[config.mk]
export PLATFORM = sky130hd
export DESIGN_NAME = iabk_unit
export DESIGN_NICKNAME = d
export VERILOG_FILES = /design/src/iabk_pkg.sv /design/src/iabk_unit.sv
export SDC_FILE = /design/constraint.sdc
export NUM_CORES = 1
export LEC_CHECK = 0
export ABC_CLOCK_PERIOD_IN_PS = 13400
export BUFFER_PORTS_ARGS = -buffer_cell sky130_fd_sc_hd__buf_4
export CELL_PAD_IN_SITES_DETAIL_PLACEMENT = 0
export CELL_PAD_IN_SITES_GLOBAL_PLACEMENT = 1
export CORE_MARGIN = 3
export CORE_UTILIZATION = 48
export DETAILED_ROUTE_END_ITERATION = 10
export GPL_TIMING_DRIVEN = 0
export PLACE_DENSITY = 0.91
export REMOVE_ABC_BUFFERS = 1
export SETUP_SLACK_MARGIN = 0.3
export SLEW_MARGIN = 20
export SYNTH_ARGS = -nofsm -noshare
export SYNTH_HDL_FRONTEND = slang
export SYNTH_SLANG_ARGS = --single-unit
[constraint.sdc]
create_clock -name clk -period 13.4 [get_ports clk]
set_clock_uncertainty 0.05 [all_clocks]
set_input_delay 2.01 -clock clk [delete_from_list [all_inputs] [get_ports clk]]
set_output_delay 2.01 -clock clk [all_outputs]
set_load 0.01 [all_outputs]
[src/iabk_pkg.sv]
`timescale 1ns / 1ps
`default_nettype none
package iabk_pkg;

    localparam int DATA_WIDTH_DEF = 32;
    localparam int CFG_WIDTH = 31;
    localparam int CFG_IDX_WIDTH = 3;
    localparam int FRAC = 28;
    localparam int ACC_WIDTH = 25;
    localparam int GYRO_WIDTH = 28;
    localparam int WIDE = 82;

    localparam logic [CFG_IDX_WIDTH-1:0] REG_Q_ANGLE = 3'd0;
    localparam logic [CFG_IDX_WIDTH-1:0] REG_Q_BIAS = 3'd1;
    localparam logic [CFG_IDX_WIDTH-1:0] REG_R_ANGLE = 3'd2;
    localparam logic [CFG_IDX_WIDTH-1:0] REG_Q_ACCEL = 3'd3;
    localparam logic [CFG_IDX_WIDTH-1:0] REG_R_ACCEL = 3'd4;
    localparam logic [CFG_IDX_WIDTH-1:0] REG_Q_GYRO = 3'd5;
    localparam logic [CFG_IDX_WIDTH-1:0] REG_R_GYRO = 3'd6;
    localparam logic [CFG_IDX_WIDTH-1:0] REG_PERIOD = 3'd7;

    localparam logic signed [31:0] COV_SMALL = 32'sd53687091;
    localparam logic signed [31:0] COV_BIG = 32'sd590558003;

    localparam logic signed [WIDE-1:0] S32_MAX = WIDE'(64'sd2147483647);
    localparam logic signed [WIDE-1:0] S32_MIN = WIDE'(-64'sd2147483648);

    typedef enum logic [1:0] {
        OP_MUL,
        OP_DIV
    } op_t;

    typedef struct packed {
        logic start;
        op_t op;
    } unit_cmd_t;

    typedef enum logic [1:0] {
        S_IDLE,
        S_ISSUE,
        S_WAIT,
        S_OUT
    } state_t;

    function automatic logic signed [WIDE-1:0] sat32w(input logic signed [WIDE-1:0] x);
        if (x > S32_MAX)
            return S32_MAX;
        else if (x < S32_MIN)
            return S32_MIN;
        return x;
    endfunction

endpackage
`default_nettype wire

[src/iabk_unit.sv]
`timescale 1ns / 1ps
`default_nettype none
module iabk_unit (
    input  wire logic                                clk,
    input  wire logic                                rst_n,
    input  wire iabk_pkg::unit_cmd_t                 cmd,
    input  wire logic signed [iabk_pkg::WIDE-1:0]    a,
    input  wire logic signed [iabk_pkg::WIDE-1:0]    b,
    output logic                                     done,
    output logic signed [iabk_pkg::WIDE-1:0]         result
);
    localparam int W = iabk_pkg::WIDE;
    localparam logic signed [W-1:0] ROUND = W'(64'sd1 <<< (iabk_pkg::FRAC - 1));

    logic busy_reg, busy_next;
    iabk_pkg::op_t op_reg, op_next;
    logic [6:0] cnt_reg, cnt_next;
    logic neg_reg, neg_next;
    logic [W-1:0] rem_reg, rem_next;
    logic [W-1:0] den_reg, den_next;
    logic [W-1:0] quo_reg, quo_next;
    logic signed [W-1:0] acc_reg, acc_next;
    logic signed [W-1:0] mand_reg, mand_next;
    logic [31:0] mier_reg, mier_next;
    logic [W-1:0] trial;
    logic [W-1:0] shifted;
    logic signed [W-1:0] fin;

    always_comb
    begin
        busy_next = busy_reg;
        op_next = op_reg;
        cnt_next = cnt_reg;
        neg_next = neg_reg;
        rem_next = rem_reg;
        den_next = den_reg;
        quo_next = quo_reg;
        acc_next = acc_reg;
        mand_next = mand_reg;
        mier_next = mier_reg;
        done = 1'b0;
        shifted = {rem_reg[W-2:0], quo_reg[W-1]};
        trial = shifted - den_reg;
        if (!busy_reg)
        begin
            if (cmd.start)
            begin
                busy_next = 1'b1;
                op_next = cmd.op;
                acc_next = '0;
                rem_next = '0;
                if (cmd.op == iabk_pkg::OP_MUL)
                begin
                    // walk the 32-bit two's complement factor b, sign bit last
                    mand_next = a;
                    mier_next = b[31:0];
                    cnt_next = 7'd32;
                end
                else
                begin
                    neg_next = a[W-1];
                    quo_next = (a[W-1] ? -a : a) << iabk_pkg::FRAC;
                    den_next = b;
                    cnt_next = 7'(W);
                end
            end
        end
        else if (op_reg == iabk_pkg::OP_MUL)
        begin
            if (cnt_reg != 0)
            begin
                if (mier_reg[0])
                    acc_next = (cnt_reg == 7'd1) ? acc_reg - mand_reg : acc_reg + mand_reg;
                mand_next = mand_reg <<< 1;
                mier_next = mier_reg >> 1;
                cnt_next = cnt_reg - 7'd1;
            end
            else
            begin
                done = 1'b1;
                busy_next = 1'b0;
            end
        end
        else
        begin
            if (cnt_reg != 0)
            begin
                if (!trial[W-1])
                begin
                    rem_next = trial;
                    quo_next = {quo_reg[W-2:0], 1'b1};
                end
                else
                begin
                    rem_next = shifted;
                    quo_next = {quo_reg[W-2:0], 1'b0};
                end
                cnt_next = cnt_reg - 7'd1;
            end
            else
            begin
                done = 1'b1;
                busy_next = 1'b0;
            end
        end
        if (op_reg == iabk_pkg::OP_MUL)
            fin = (acc_reg + ROUND) >>> iabk_pkg::FRAC;
        else
            fin = neg_reg ? -$signed(quo_reg) : $signed(quo_reg);
    end

    assign result = fin;

    always_ff @(posedge clk or negedge rst_n)
    begin
        if (!rst_n)
        begin
            busy_reg <= 1'b0;
            op_reg <= iabk_pkg::OP_MUL;
            cnt_reg <= '0;
        end
        else
        begin
            busy_reg <= busy_next;
            op_reg <= op_next;
            cnt_reg <= cnt_next;
        end
    end

    always_ff @(posedge clk)
    begin
        neg_reg <= neg_next;
        rem_reg <= rem_next;
        den_reg <= den_next;
        quo_reg <= quo_next;
        acc_reg <= acc_next;
        mand_reg <= mand_next;
        mier_reg <= mier_next;
    end
endmodule
`default_nettype wire

==> impl_metrics.json <==
{
  "grt_max_degree": 104,
  "cpPeakStageDelay_ns": 0.80,
  "dp_cells": 4627,
  "p_clk_share_pct": 45.6,
  "max_freq_mhz": 130,
  "synth_ff_type": "edfxtp_1",
  "insertion_delay_ns": 0.63,
  "hold_buffers": 0,
  "synth_area_um2": 33300,
  "worst_setup_path_end_kind": "primary output",
  "yosysTopAreaCellShare_pct": 39.8,
  "rsz0062_at_grt": "false",
  "design_area_um2": 38400,
  "rows": 95,
  "power.switching_uw": 700,
  "clock-root-buffer": "clkbuf_16",
  "tns_ns": 0,
  "arrival_ns": 5.64,
  "p_int_uw": 2430,
  "slew_violations": 0,
  "relSlewSlack_pct": 29.8,
  "dieArea_um2": 72700,
  "drt_pass1_iterations": 6,
  "initial_core_util_pct": 49.0,
  "switching_share_pct": 22.4,
  "numPortBuffers": 251,
  "vdd_drop_max_mv": 0.0829,
  "postCtsSetupRepairBufs": 0,
  "worstMarginPinSlew_ns": 1.03,
  "worstSetupPathType": "register to primary output",
  "cts_tree": "yes",
  "p_leak_uw": 0.0154,
  "drtIter0Drc": 2414,
  "max-clock-path-buffers": 3,
  "place_area_um2": 36700,
  "required_ns": 11.34,
  "yosysUniqueCellTypes": 68,
  "critPathMaxFanout": 5,
  "core_um2": 68000,
  "antenna_found_initial": 4,
  "gp_congestion": 0.950,
  "dr_total_vias": 28000,
  "seq_power_share_pct": 49.6,
  "routed_via_density": 5.92,
  "postSynthCellCount": 3572,
  "ios": 252,
  "clock_sinks": 452,
  "synth-seq-cells": 452,
  "timing.final.crit_share_pct": 57.4,
  "yosys.area.top_type": "edfxtp_1",
  "grt_pass1_vias": 27300,
  "cap_violations": 0,
  "hold_violations": 0,
  "post_cts_resized": 0,
  "yosys_warnings": 0,
  "setup_violations": 0,
  "p_per_area_nw_per_um2": 81.4,
  "drt-total-wl_um": 97000,
  "die_h_um": 270,
  "synth_commonest_cells": "442 x edfxtp_1, 359 x nor2_1, 348 x nand2_1, 275 x a21oi_1, 263 x o21ai_0",
  "status": "complete, no violations",
  "ant_nets": 0,
  "grt_usage_pct": 25.8,
  "synth.most_common_cell": "edfxtp_1",
  "worstPathCellList": "nor4_1 > nor3b_1 > nand3_1 > or2_2 > nand2b_1 > or4_1 > o41ai_1 > xnor2_1 > o21ai_0 > buf_4",
  "cts.clk_slew.worst_paths_ns": 0.06,
  "cts_buffers": 54,
  "utilization_pct": 56.5,
  "netlist_top_cells_area": "edfxtp_1 40%, ha_1 6.3%, xor2_1 5.4%, xnor2_1 5.4%, a21oi_1 4.1%",
  "multi_input_area_um2": 18800,
  "area_growth_pct": 15.1,
  "synth_edf_count": 442,
  "dp_hpwl_um": 73800,
  "synthArstFlopShare_pct": 2.21,
  "final_layout_size_suffix_gt1_share_pct": 13.9,
  "crit_path_start_kind": "register",
  "grt_overflow": 0,
  "nFillCells": 6135,
  "seqCellArea_um2": 13500,
  "wl_per_cell_um": 20.5,
  "slowest_stage": "o41ai_1",
  "syn_avg_cell_area_um2": 9.33,
  "cts_htree_levels": 2,
  "grt_pass1_wl_um": 152000,
  "nets": 4102,
  "drc_errors": 0,
  "die_x_um": 270,
  "min_path_type": "register to register",
  "final.min_clock_period_ns": 7.70,
  "final_cells": 4723,
  "p_comb_share_pct": 4.8,
  "yosysSeqAreaShare_pct": 40.6
}
kinds of logic after synthesis:
logic type,synth area share [%]
and+or+nand+nor,15.9
xor gates and xnor gates,10.7
DFF,40.6
muxes,5.93
adders and majority gates,6.46
AOI/OAI and AO/OA,17.0
buffers and inverters,3.39
layer usage:
layer  part of all wire (%)  routed length (um)  track usage [%]
met5                  0.020                  19                0
met4                    3.3                3230             8.31
met3                    7.9                7620             4.33
met2                     45               44000             41.9
met1                     43               42100             35.4
cells in the final DEF (no fill, tap or decap), types with 11 or more instances in the layout:
cell,Yosys,routed
a21oi_1,275,274
a21boi_0,12,11
clkinv_1,0,13
nor3_1,58,58
mux2i_1,66,66
nand2b_1,21,21
or3_1,37,37
nand2_1,348,346
a211oi_1,35,35
nor2b_1,23,23
o41ai_1,27,27
or4_1,33,33
buf_4,0,251
o21bai_1,34,34
xnor2_1,204,203
clkbuf_16,0,54
and2_1,41,40
o21a_1,18,18
nor2_1,359,357
nor4_1,32,31
inv_1,140,139
mux2_2,117,117
a31oi_1,29,29
and3_1,23,23
edfxtp_1,442,442
o21ai_0,263,263
buf_6,0,14
nand3_1,59,59
nand4_1,55,55
ha_1,169,169
xor2_1,205,205
or2_2,15,15
buf_16,0,17
o31ai_1,65,65
a21o_1,91,91
per-stage QoR:
step	setup slack [ns]	power, uW	hold WS [ns]
2_1_floorplan	-4.84	1650	0.421
3_3_place_gp	-24.77	1730	0.445
3_5_place_dp	5.81	1730	0.445
4_1_cts	5.74	3160	0.457
5_1_grt	5.27	3230	0.506
6_report	5.70	3130	0.456
worst max-delay path, delay by kind of cell (launching register included):
| family | cells | cell delay (ns) |
|---|---|---|
| compound gates | 2 | 1.21 |
| xor+xnor | 1 | 0.11 |
| buf+inv | 1 | 0.21 |
| flops | 1 | 0.48 |
| simple gates | 6 | 3.01 |
cell type report:
cell class / instances / area share (%)
inverters: 140 / 1.39
clock buffers: 62 / 3.60
flip-flops and latches: 452 / 35.2
repair buffers: 295 / 7.14
well taps: 921 / 3.00
clock inverters: 33 / 0.782
multi-input cells: 2819 / 48.9
diodes: 1 / 0.00652
power groups by stage:
stage          Combinational (uW)  Clock [uW]  Sequential, uW
2_1_floorplan                71.3           0            1580
3_3_place_gp                  146           0            1580
3_5_place_dp                  147           0            1580
4_1_cts                       149        1460            1550
5_1_grt                       164        1520            1550
6_report                      150        1430            1550
final timing paths:
path                        startpoint          end  slack (ns)  cells past startpoint
max reg2reg                mand_reg[9]  acc_reg[80]        5.72                     17
min reg2reg                 cnt_reg[3]   cnt_reg[3]        0.46                      1
max in group asynchronous        rst_n     busy_reg       11.98                      1
max                        quo_reg[12]   result[81]        5.70                     10
min                         cnt_reg[3]   cnt_reg[3]        0.46                      1
min in group asynchronous        rst_n     busy_reg        1.16                      1
No activity file was read; power rests on OpenSTA's default activity.
